--- config.mk ---
export PLATFORM = sky130hd
export DESIGN_NAME = lfu_cache_table
export DESIGN_NICKNAME = d
export VERILOG_FILES = /design/src/rtl/lfu_pkg.sv /design/src/rtl/lfu_ctrl.sv /design/src/rtl/lfu_dpath.sv /design/src/rtl/lfu_cache_table.sv
export SDC_FILE = /design/constraint.sdc
export NUM_CORES = 2
export LEC_CHECK = 0
export BUFFER_PORTS_ARGS = -buffer_cell sky130_fd_sc_hd__buf_2
export CAP_MARGIN = 20
export CORE_UTILIZATION = 55
export CTS_CLUSTER_SIZE = 40
export DETAILED_ROUTE_END_ITERATION = 7
export PLACE_DENSITY = 0.71
export RECOVER_POWER = 100
export SYNTH_ARGS = -nofsm -noshare
export SYNTH_HDL_FRONTEND = slang
export SYNTH_HIERARCHICAL = 1
export SYNTH_SLANG_ARGS = --single-unit
--- constraint.sdc ---
create_clock -name clock -period 11.6 [get_ports clock]
set_clock_uncertainty 0.2 [all_clocks]
set_input_delay 0.58 -clock clock [delete_from_list [all_inputs] [get_ports clock]]
set_output_delay 0.58 -clock clock [all_outputs]
set_load 0.01 [all_outputs]
--- src/rtl/lfu_pkg.sv ---
`default_nettype none
// ----------------------------------------------------------------------------
// lfu_pkg
// Shared constants and beat types for the LFU cache table: table geometry,
// request and response payloads, and the controller/datapath handshake.
// ----------------------------------------------------------------------------
package lfu_pkg;

   // table geometry
   localparam int ENTRIES     = 16;
   localparam int IDX_W       = (ENTRIES > 1) ? $clog2(ENTRIES) : 1;
   localparam int OCC_W       = $clog2(ENTRIES + 1);
   localparam int COUNT_WIDTH = 16;
   localparam int STAMP_W     = 32;
   localparam int WORD_W      = 32;
   localparam int CAP_W       = 5;

   // capacity after reset
   localparam logic [CAP_W-1:0] CAP_RESET = CAP_W'(16);

   // operation codes
   localparam logic OP_GET = 1'b0;
   localparam logic OP_PUT = 1'b1;

   // request beat
   typedef struct packed {
      logic                     op;
      logic signed [WORD_W-1:0] lookup_key;
      logic signed [WORD_W-1:0] store_value;
   } req_type;

   // response beat
   typedef struct packed {
      logic                     hit;
      logic signed [WORD_W-1:0] read_value;
      logic                     evicted;
      logic signed [WORD_W-1:0] evicted_key;
   } rsp_type;

   // controller -> datapath
   typedef struct packed {
      logic load;     // capture request, restart scan
      logic scan;     // examine one entry
      logic commit;   // apply update, load response register
   } cmd_type;

   // datapath -> controller
   typedef struct packed {
      logic scan_last;
   } status_type;

endpackage : lfu_pkg
`default_nettype wire

--- src/rtl/lfu_ctrl.sv ---
`default_nettype none
// ----------------------------------------------------------------------------
// lfu_ctrl
// Sequencer for one access: capture, scan every entry once, commit the
// update and hand the response beat to the output register.
// ----------------------------------------------------------------------------
module lfu_ctrl
   import lfu_pkg::*;
(
   input  wire logic       clock,
   input  wire logic       reset,
   input  wire logic       req_valid,
   output logic            req_ready,
   output logic            rsp_valid,
   input  wire logic       rsp_ready,
   input  wire status_type status,
   output cmd_type         cmd
);

   typedef enum logic [1:0] {
      ST_IDLE,
      ST_SCAN,
      ST_COMMIT
   } state_type;

   state_type state_ff;
   logic      rsp_valid_ff;
   logic      out_free;

   // response register can take a beat when empty or draining this cycle
   assign out_free  = !rsp_valid_ff || rsp_ready;
   assign req_ready = (state_ff == ST_IDLE);
   assign rsp_valid = rsp_valid_ff;

   // commands
   always_comb begin
      cmd        = '0;
      cmd.load   = (state_ff == ST_IDLE) && req_valid;
      cmd.scan   = (state_ff == ST_SCAN);
      cmd.commit = (state_ff == ST_COMMIT) && out_free;
   end

   // state and response valid
   always_ff @(posedge clock) begin
      if (reset) begin
         state_ff     <= ST_IDLE;
         rsp_valid_ff <= 1'b0;
      end else begin
         if (cmd.commit) begin
            rsp_valid_ff <= 1'b1;
         end else if (rsp_ready) begin
            rsp_valid_ff <= 1'b0;
         end
         unique case (state_ff)
            ST_IDLE: begin
               if (req_valid) begin
                  state_ff <= ST_SCAN;
               end
            end
            ST_SCAN: begin
               if (status.scan_last) begin
                  state_ff <= ST_COMMIT;
               end
            end
            ST_COMMIT: begin
               if (out_free) begin
                  state_ff <= ST_IDLE;
               end
            end
            default: begin
               state_ff <= ST_IDLE;
            end
         endcase
      end
   end

endmodule : lfu_ctrl
`default_nettype wire

--- src/rtl/lfu_dpath.sv ---
`default_nettype none
// ----------------------------------------------------------------------------
// lfu_dpath
// Entry storage, scan trackers (key match, first free slot, LFU victim with
// oldest-stamp tiebreak), occupancy, stamp counter, capacity register and
// the response register.
// ----------------------------------------------------------------------------
module lfu_dpath
   import lfu_pkg::*;
(
   input  wire logic             clock,
   input  wire logic             reset,
   input  wire cmd_type          cmd,
   output status_type            status,
   input  wire req_type          req_data,
   output rsp_type               rsp_data,
   input  wire logic             csr_write,
   input  wire logic [CAP_W-1:0] csr_data
);

   // entry storage; only valid bits are reset
   logic [ENTRIES-1:0]     valid_ff;
   logic [WORD_W-1:0]      key_ff   [ENTRIES];
   logic [WORD_W-1:0]      data_ff  [ENTRIES];
   logic [COUNT_WIDTH-1:0] count_ff [ENTRIES];
   logic [STAMP_W-1:0]     stamp_ff [ENTRIES];

   logic [OCC_W-1:0]   occ_ff,   occ_in;
   logic [STAMP_W-1:0] clock_ff, clock_in;
   logic [CAP_W-1:0]   cap_ff;
   req_type            req_ff;
   rsp_type            rsp_ff,   rsp_in;
   logic [IDX_W-1:0]   scan_idx_ff;

   // scan trackers
   logic                   match_found_ff;
   logic [IDX_W-1:0]       match_idx_ff;
   logic [WORD_W-1:0]      match_data_ff;
   logic [COUNT_WIDTH-1:0] match_count_ff;
   logic                   free_found_ff;
   logic [IDX_W-1:0]       free_idx_ff;
   logic                   best_found_ff;
   logic [IDX_W-1:0]       best_idx_ff;
   logic [WORD_W-1:0]      best_key_ff;
   logic [COUNT_WIDTH-1:0] best_count_ff;
   logic [STAMP_W-1:0]     best_stamp_ff;

   // entry under scan
   logic                   cur_valid;
   logic [WORD_W-1:0]      cur_key;
   logic [COUNT_WIDTH-1:0] cur_count;
   logic [STAMP_W-1:0]     cur_stamp;
   logic                   cur_better;

   // commit write controls
   logic                   wr_key_en, wr_data_en, wr_meta_en;
   logic [IDX_W-1:0]       wr_idx_in;
   logic [WORD_W-1:0]      wr_data_in;
   logic [COUNT_WIDTH-1:0] wr_count_in;
   logic                   clr_en, set_en;
   logic [OCC_W-1:0]       cap_eff;
   logic                   need_evict, do_evict;
   logic [OCC_W-1:0]       occ_tmp;

   assign status.scan_last = cmd.scan && (scan_idx_ff == IDX_W'(ENTRIES - 1));
   assign rsp_data         = rsp_ff;

   assign cur_valid = valid_ff[scan_idx_ff];
   assign cur_key   = key_ff[scan_idx_ff];
   assign cur_count = count_ff[scan_idx_ff];
   assign cur_stamp = stamp_ff[scan_idx_ff];
   assign cur_better = !best_found_ff || (cur_count < best_count_ff) ||
                       ((cur_count == best_count_ff) && (cur_stamp < best_stamp_ff));

   // capacity above the table size acts as the table size
   assign cap_eff = (cap_ff > CAP_W'(ENTRIES)) ? OCC_W'(ENTRIES) : OCC_W'(cap_ff);

   // commit decision
   always_comb begin
      rsp_in      = '0;
      wr_key_en   = 1'b0;
      wr_data_en  = 1'b0;
      wr_meta_en  = 1'b0;
      wr_idx_in   = match_idx_ff;
      wr_data_in  = req_ff.store_value;
      wr_count_in = (&match_count_ff) ? match_count_ff
                                      : COUNT_WIDTH'(match_count_ff + 1'b1);
      clr_en      = 1'b0;
      set_en      = 1'b0;
      need_evict  = (occ_ff >= cap_eff) || !free_found_ff;
      do_evict    = 1'b0;
      if (req_ff.op == OP_GET) begin
         if (match_found_ff) begin
            rsp_in.hit        = 1'b1;
            rsp_in.read_value = match_data_ff;
            wr_meta_en        = 1'b1;
         end else begin
            rsp_in.read_value = '1;
         end
      end else if (cap_eff != '0) begin
         if (match_found_ff) begin
            rsp_in.hit = 1'b1;
            wr_data_en = 1'b1;
            wr_meta_en = 1'b1;
         end else begin
            do_evict           = need_evict && best_found_ff;
            clr_en             = do_evict;
            rsp_in.evicted     = do_evict;
            rsp_in.evicted_key = do_evict ? best_key_ff : '0;
            // first free slot once the victim is gone
            if (free_found_ff && !(do_evict && (best_idx_ff < free_idx_ff))) begin
               wr_idx_in = free_idx_ff;
               set_en    = 1'b1;
            end else if (do_evict) begin
               wr_idx_in = best_idx_ff;
               set_en    = 1'b1;
            end
            wr_key_en   = set_en;
            wr_data_en  = set_en;
            wr_meta_en  = set_en;
            wr_count_in = COUNT_WIDTH'(1);
         end
      end
   end

   // occupancy and stamp counter updates
   always_comb begin
      occ_tmp = (do_evict && (occ_ff != '0)) ? OCC_W'(occ_ff - 1'b1) : occ_ff;
      occ_in  = (set_en && (occ_tmp < OCC_W'(ENTRIES))) ? OCC_W'(occ_tmp + 1'b1) : occ_tmp;
      clock_in = (wr_meta_en && !(&clock_ff)) ? STAMP_W'(clock_ff + 1'b1) : clock_ff;
   end

   // control state
   always_ff @(posedge clock) begin
      if (reset) begin
         valid_ff <= '0;
         occ_ff   <= '0;
         clock_ff <= '0;
         cap_ff   <= CAP_RESET;
      end else begin
         if (csr_write) begin
            cap_ff <= csr_data;
         end
         if (cmd.commit) begin
            occ_ff   <= occ_in;
            clock_ff <= clock_in;
            if (clr_en) begin
               valid_ff[best_idx_ff] <= 1'b0;
            end
            if (set_en) begin
               valid_ff[wr_idx_in] <= 1'b1;
            end
         end
      end
   end

   // entry payload writes
   always_ff @(posedge clock) begin
      if (cmd.commit) begin
         if (wr_key_en) begin
            key_ff[wr_idx_in] <= req_ff.lookup_key;
         end
         if (wr_data_en) begin
            data_ff[wr_idx_in] <= wr_data_in;
         end
         if (wr_meta_en) begin
            count_ff[wr_idx_in] <= wr_count_in;
            stamp_ff[wr_idx_in] <= clock_ff;
         end
      end
   end

   // request capture, scan trackers, response register
   always_ff @(posedge clock) begin
      if (cmd.load) begin
         req_ff         <= req_data;
         scan_idx_ff    <= '0;
         match_found_ff <= 1'b0;
         free_found_ff  <= 1'b0;
         best_found_ff  <= 1'b0;
      end else if (cmd.scan) begin
         scan_idx_ff <= IDX_W'(scan_idx_ff + 1'b1);
         if (cur_valid && (cur_key == req_ff.lookup_key) && !match_found_ff) begin
            match_found_ff <= 1'b1;
            match_idx_ff   <= scan_idx_ff;
            match_data_ff  <= data_ff[scan_idx_ff];
            match_count_ff <= cur_count;
         end
         if (!cur_valid && !free_found_ff) begin
            free_found_ff <= 1'b1;
            free_idx_ff   <= scan_idx_ff;
         end
         if (cur_valid && cur_better) begin
            best_found_ff <= 1'b1;
            best_idx_ff   <= scan_idx_ff;
            best_key_ff   <= cur_key;
            best_count_ff <= cur_count;
            best_stamp_ff <= cur_stamp;
         end
      end
      if (cmd.commit) begin
         rsp_ff <= rsp_in;
      end
   end

endmodule : lfu_dpath
`default_nettype wire

--- src/rtl/lfu_cache_table.sv ---
`default_nettype none
// Flow: request capture, a scan of all 16 entries one at a time, the commit,
//   then the response register; the commit waits while that register holds an undrained beat.
// One access at a time: a new request is taken only back in the idle state.
// Reset: synchronous; clears all valid bits, occupancy and the stamp counter,
//   sets capacity to 16. No clearing pass; the block is ready at once.
// ----------------------------------------------------------------------------
// lfu_cache_table
// Key-value table with least-frequently-used replacement and an oldest-stamp
// tiebreak; gets, puts and eviction reporting over valid/ready channels.
// ----------------------------------------------------------------------------
module lfu_cache_table
   import lfu_pkg::*;
(
   input  wire logic             clock,
   input  wire logic             reset,
   input  wire logic             req_valid,
   output logic                  req_ready,
   input  wire req_type          req_data,
   output logic                  rsp_valid,
   input  wire logic             rsp_ready,
   output rsp_type               rsp_data,
   input  wire logic             csr_valid,
   output logic                  csr_ready,
   input  wire logic [CAP_W-1:0] csr_data
);

   cmd_type    cmd;
   status_type status;

   // capacity register always takes a write
   assign csr_ready = 1'b1;

   lfu_ctrl u_ctrl (
      .clock     (clock),
      .reset     (reset),
      .req_valid (req_valid),
      .req_ready (req_ready),
      .rsp_valid (rsp_valid),
      .rsp_ready (rsp_ready),
      .status    (status),
      .cmd       (cmd)
   );

   lfu_dpath u_dpath (
      .clock     (clock),
      .reset     (reset),
      .cmd       (cmd),
      .status    (status),
      .req_data  (req_data),
      .rsp_data  (rsp_data),
      .csr_write (csr_valid && csr_ready),
      .csr_data  (csr_data)
   );

`ifndef SYNTHESIS
   // at most one command per cycle
   a_cmd_onehot: assert property (@(posedge clock) disable iff (reset)
      $onehot0({cmd.load, cmd.scan, cmd.commit}))
      else $error("controller issued overlapping commands");

   // a commit always presents a response beat next cycle
   a_commit_rsp: assert property (@(posedge clock) disable iff (reset)
      cmd.commit |=> rsp_valid)
      else $error("commit without response beat");

   // an eviction only comes from a put that missed
   a_evict_miss: assert property (@(posedge clock) disable iff (reset)
      (rsp_valid && rsp_data.evicted) |-> (!rsp_data.hit && (rsp_data.read_value == '0)))
      else $error("eviction reported on a hit or a get");

   // no victim key without an eviction
   a_evkey_zero: assert property (@(posedge clock) disable iff (reset)
      (rsp_valid && !rsp_data.evicted) |-> (rsp_data.evicted_key == '0))
      else $error("evicted key set without eviction");
`endif

endmodule : lfu_cache_table
`default_nettype wire

Word-level counts from Yosys, hierarchy flattened:

Memories as Yosys holds them, arrays and structs flattened. A register that Yosys moved wholly into a read port is not among the register bits.
Cells that the tools add are included.

* add/sub/neg operators: 5
* $mul: 0
* divide/modulo/power cells: 0
* magnitude comparators: 11
* equal/unequal tests: 8
* shift operators: 0
* multiplexer cells: 59
* bitwise gates (word level): 7
* reduce and logical (&&, ||, !) cells: 43

Operator list (number)
* $mux W16: 8
* $mux W4: 11
* $add A32 B1 Y32 const B: 1
* $eq A32 B32 Y1: 1
* $lt A32 B32 Y1: 1
* $mux W32: 1
* $reduce_and A32 Y1: 1
* $mux W1: 29
* $add A16 B1 Y16 const B: 1
* $and A16 B16 Y16: 1
* $eq A16 B16 Y1: 1
* $logic_and A1 B1 Y1: 16
* $lt A16 B16 Y1: 1
* $not A16 Y16: 1
* $or A16 B16 Y16: 1
* $reduce_and A16 Y1: 1
* $lt A4 B5 Y1 const B: 3
* $mux W5: 3
* $reduce_and A3 Y1: 4
* $reduce_bool A5 Y1: 2
* $demux W1 S4: 2
* $ge A4 B1 Y1 const B: 2
* $reduce_and A2 Y1: 4
* $logic_not A1 Y1: 7
* other kinds (21): 30

* register bits: 307
* latch bits: 0
* bits in writable memories: 1792
* ROM bits: 0
* input bits: 75
* memories: 4

Memory list
* u_dpath.data_ff: depth 16, bits a word 32, rd ports 1, clocked after memory_dff 1, wr ports 1, line lfu_dpath.sv:24 `logic [WORD_W-1:0] data_ff [ENTRIES];`
* u_dpath.key_ff: depth 16, bits a word 32, rd ports 1, clocked after memory_dff 1, wr ports 1, line lfu_dpath.sv:23 `logic [WORD_W-1:0] key_ff [ENTRIES];`
* u_dpath.stamp_ff: depth 16, bits a word 32, rd ports 1, clocked after memory_dff 1, wr ports 1, line lfu_dpath.sv:26 `logic [STAMP_W-1:0] stamp_ff [ENTRIES];`
* u_dpath.count_ff: depth 16, bits a word 16, rd ports 1, clocked after memory_dff 1, wr ports 1, line lfu_dpath.sv:25 `logic [COUNT_WIDTH-1:0] count_ff [ENTRIES];`

Longest topological paths before layout:

* depth after elaboration: 18
* depth in mapped cells: 19

By module:

The synthesis kept the hierarchy.

By module, submodules not included
* lfu_dpath: times used 1, cells an instance 3865, area an instance 82336.5 um2, sequential area each 63330.7 um2
* lfu_ctrl: times used 1, cells an instance 16, area an instance 148.9 um2, sequential area each 60.1 um2
* lfu_cache_table: times used 1, cells an instance 2, area an instance 11.3 um2, sequential area each 0.0 um2

Worst setup path after synthesis:

Ideal clock, no wire load.

* path kind: register -> register
* from: register with a tool-made name
* to: register u_dpath.best_count_ff[0] (enable)
* setup time: 537 ps
* arrival: 7689 ps
* setup slack: 3174 ps
* cell stages (with the launch flop): 19
* path buffers: 7
* period minus slack after synthesis: 8426 ps
* cell sequence: dfxtp_1 buf_6 buf_12 buf_8 buf_6 buf_2 clkbuf_1 buf_2 mux4_2 mux4_2 ha_1 a21o_1 a21o_1 a21oi_1 o21ai_0 a21o_1 a211oi_1 nor4_1 o21ai_1

RTL lines
* end signal, assigned: line lfu_dpath.sv:197 `best_count_ff <= cur_count;`
* end, declared: line lfu_dpath.sv:45 `logic [COUNT_WIDTH-1:0] best_count_ff;`

Worst setup path after layout:

* from: register u_dpath/req_ff[64] (netlist name)
* to: memory u_dpath.count_ff[9][10] (enable)

* cells in the longest elaborated chain, start to end: 4
* elaborated cells between the ends (all ways): 5

RTL lines
* start, declared: line lfu_dpath.sv:31 `req_type req_ff;`
* start signal, assigned: line lfu_dpath.sv:176 `req_ff <= req_data;`
* $mux W1: line lfu_dpath.sv:92 `if (req_ff.op == OP_GET) begin`
* $mux W1: line lfu_dpath.sv:166 `if (wr_meta_en) begin`
* $mux W1: line lfu_dpath.sv:159 `if (cmd.commit) begin`
* $mux W1 (not written as such): line lfu_dpath.sv:167 `count_ff[wr_idx_in] <= wr_count_in;`
* end, declared: line lfu_dpath.sv:25

Parallel ways exist; a longest one is shown, timed or not.

==> results.md <==
- Total global routing overflow: 0
- Fin Setup TNS: 0 ps
- Startpoint Class: register
- Routed vias: ~40000
- Seq pwr share: 0.521
- Core box area: 0.148 mm^2
- Leakage: approximately 0.029 uW
- Later-pin clock latency in the skew report: 850 ps
- Post-Syn Nets: 4017
- Int Pwr: roughly 13000 uW
- Vias in the first global route: 40500
- Dpl hpwl: 90.8 mm
- Switching pwr: approximately 3500 uW
- Sw Ratio: 0.214
- Final WS setup: between 2000 and 2500 ps
- Layout cell share with drive strength beyond 1: 0.224
- FFs w/ async S/R, synth: 0
- WL per Instance: 28.7 um
- Final setup viols: 0
- Via-to-Cell Ratio: 6.24
- Clock share of power: 0.405
- Starting Density: 0.556
- CP Class: register to register
- Worst Path Arrival: 9370 ps
- Yosys cell types: 74
- Cell count after synthesis: 3883
- Avg Cell Area, Syn: 21.2 um^2
- Failing checks: max-capacitance violations, max-slew violations
- Hold Path Class: input port to register
- Final GP Congestion: 0.814
- CTS max path bufs: 3
- Pre-CTS setup slack: 4360 ps
- Slew of the pin with the lowest slew margin: between 4000 and 5000 ps
- Post-synth EDFFs: between 2000 and 2500
- Crit. End Element: register
- PwrDens: between 150 and 200 mW/mm^2
- Max-slew violation count: 570
- Num rows: 141
- Die ar.: 0.152 mm^2
- Post-CTS Hold Buffers: 78
- Root buffer cell: clkbuf_16
- GRT Total Usage: 0.246
- VDD IR max: 136 uV
- RSZ-0062 raised after global routing: no
- Post-CTS setup buffers: 0
- Final instance count without filler cells: 6396
- Comb pwr share: 0.074
- CTS tree: yes
- First-iteration detailed-routing DRC count: 4514
- P&R area growth vs syn: 13.0%
- Slew margin rel.: -2.00
- Nets: 4355
- DP Cell Count: 5937
- Final Hold Vio Count: 0
- Crit Path Max Fanout: a little over 50
- Largest net degree at the start of global routing: 116
- Clock-pin slew on the worst setup and hold paths: 70 ps
- # IOs: 144
- Fmax: 109 MHz
- Drt pass-1 iters: 7
- Die height: between 300 and 400 um
- First-pass GRT wire length: 270 mm
- Max Cap Viol: 14
- Worst path required time: 11810 ps
- DRC: 0
- Status: complete, but fails checks
- Drt total wl: 184 mm
- TritonCTS Buffers: 205
- Synth Flop Type: edfxtp_1
- CTS Sinks: between 2000 and 2500
- Initial antenna violation count: 4
- Register area share after synthesis: 0.768
- Period utilization: 0.789
- Power Total: 16500 uW
- Mapped cell area: 0.0825 mm^2
- DRT antenna net count: 0
- Tmin final: roughly 9200 ps
- Port Buffer Count: 142
- Post_cts resized: 0
- CTS H-tree lvls: 4
- Seq cells post-synth: 2135
- Warnings from Yosys: 6
- Die Wd: roughly 390 um
-- metrics by stage --
stage | util | area [um^2] | hold slack [ps]
6_report | 0.628 | 93200 | 184
5_1_grt | 0.628 | 93200 | 194
4_1_cts | 0.630 | 93400 | 137
3_5_place_dp | 0.579 | 85900 | 286
3_3_place_gp | 0.579 | 85900 | 269
2_1_floorplan | - | 82500 | 241
-- metal layers --
| layer | up-vias | share of wire | GRT usage |
|---|---|---|---|
| met4 | 2 | 0.023 | 0.0654 |
| met3 | 287 | 0.078 | 0.0436 |
| met1 | 21100 | 0.40 | 0.349 |
| met2 | 1745 | 0.50 | 0.399 |
| li1 | 16800 | - | - |
| met5 | - | 0.000065 | 0 |
-- area by class of cell --
cell class | instances | area, um^2
sequential | 2135 | 63400
fill | 10000 | 55200
multi-input combinational | 1464 | 18100
clock buffer | 262 | 5450
tap | 2002 | 2500
timing repair buffer | 309 | 2010
clock inverter | 116 | 1320
inverter | 106 | 403
antenna | 2 | 5.00
-- logic make-up after synthesis --
| logic type | after synthesis | synth area share |
|---|---|---|
| compound gates | 277 | 0.0229 |
| xor+xnor | 71 | 0.00754 |
| fa+ha+maj | 59 | 0.00895 |
| buf+inv | 284 | 0.0163 |
| flops | 2135 | 0.768 |
| mux | 597 | 0.148 |
| other cells | 1 | 0.0000455 |
| simple gates | 459 | 0.0277 |
-- registers in the layout, summed over array words and instances, names as in the netlist, 5 cells and up, named ones only --
name	cells
u_dpath/best_key_ff	32
u_dpath/clock_ff	32
u_dpath/best_stamp_ff	32
u_dpath/occ_ff	5
u_dpath/best_count_ff	16
u_dpath/cap_ff	5
u_dpath/stamp_ff	512
u_dpath/data_ff	512
u_dpath/valid_ff	16
u_dpath/match_data_ff	32
u_dpath/count_ff	256
u_dpath/wr_data_in	32
u_dpath/req_ff	33
u_dpath/rsp_data	66
u_dpath/match_count_ff	16
u_dpath/key_ff	512
-- power groups by stage --
stage	clock network (uW)	logic, uW	registers (uW)
after floorplan	0	985	8670
after global placement	0	1180	8730
after detailed placement	0	1190	8740
after CTS	6760	1220	8570
after global routing	7040	1310	8580
final	6660	1220	8570
-- cells in the final DEF, fill, tap and decap left out, types with 8 or more instances in the layout --
| cell | instances |
|---|---|
| a21o_1 | 21 |
| nor4_1 | 10 |
| clkinv_2 | 31 |
| xnor2_1 | 33 |
| nand4_1 | 31 |
| or2_0 | 10 |
| edfxtp_1 | 2063 |
| a211oi_1 | 15 |
| a21oi_1 | 67 |
| nor3_1 | 10 |
| clkbuf_8 | 8 |
| mux2_2 | 11 |
| mux2i_1 | 89 |
| dlygate4sd3_1 | 78 |
| nor2_1 | 106 |
| buf_4 | 72 |
| nor2b_1 | 18 |
| a22oi_1 | 18 |
| nand2b_1 | 20 |
| xor2_1 | 38 |
| buf_2 | 46 |
| nand2_1 | 79 |
| nor2_4 | 48 |
| dfxtp_1 | 69 |
| a221oi_1 | 17 |
| ha_1 | 59 |
| nand3_1 | 34 |
| or3_1 | 11 |
| mux4_2 | 492 |
| inv_1 | 104 |
| a31oi_1 | 9 |
| clkinv_1 | 39 |
| and3_1 | 42 |
| a221o_1 | 8 |
| o22ai_1 | 16 |
| o21ai_0 | 47 |
| clkbuf_16 | 206 |
| clkbuf_1 | 158 |
| bufinv_16 | 23 |
-- Yosys cell counts (7+ instances only) --
| library cell | n | area [um^2] |
|---|---|---|
| a221oi_1 | 17 | 149 |
| nand3_1 | 34 | 170 |
| nand4_1 | 31 | 194 |
| a21oi_1 | 67 | 335 |
| buf_1 | 33 | 124 |
| xnor2_1 | 33 | 289 |
| edfxtp_1 | 2063 | 61900 |
| buf_2 | 50 | 250 |
| o21ai_0 | 46 | 230 |
| mux4_2 | 492 | 11100 |
| mux2_2 | 11 | 124 |
| a22oi_1 | 18 | 135 |
| and3_1 | 42 | 263 |
| or3_1 | 11 | 68.8 |
| nor4_1 | 10 | 62.6 |
| dfxtp_1 | 72 | 1440 |
| xor2_1 | 38 | 333 |
| mux2i_1 | 89 | 891 |
| inv_1 | 105 | 394 |
| buf_4 | 11 | 82.6 |
| a211oi_1 | 14 | 105 |
| ha_1 | 59 | 738 |
| nand2_1 | 79 | 297 |
| or2_2 | 16 | 100 |
| clkbuf_1 | 65 | 244 |
| a21o_1 | 21 | 158 |
| a31oi_1 | 9 | 56.3 |
| buf_6 | 11 | 124 |
| buf_8 | 7 | 105 |
| nand2b_1 | 20 | 125 |
| a221o_1 | 8 | 80.1 |
| nor2_1 | 154 | 578 |
| o22ai_1 | 16 | 100 |
| nor3_1 | 10 | 50.1 |
| nor2b_1 | 19 | 119 |
-- final timing paths --
path / startpoint / end / slack, ps / cells after the start
worst max-delay path: u_dpath/req_ff[64] / u_dpath/count_ff[9][10] / 2450 / 10
worst min-delay path: reset / u_ctrl/state_ff[1] / 180 / 3
worst max register to register: u_dpath/req_ff[64] / u_dpath/count_ff[9][10] / 2450 / 10
worst min register to register: u_dpath/valid_ff[15] / u_dpath/valid_ff[15] / 300 / 2
-- worst max-delay path, cell delays in order (launching register included) --
cell      delay (ps)
edfxtp_1         340
clkbuf_1        1840
o21ai_1          550
nor2_4           200
clkbuf_1        2300
o211ai_1         860
o221a_1          620
nand2b_1         240
or2_0            450
nor2_4           150
buf_4            850
Power figures use the tool's default switching activity.
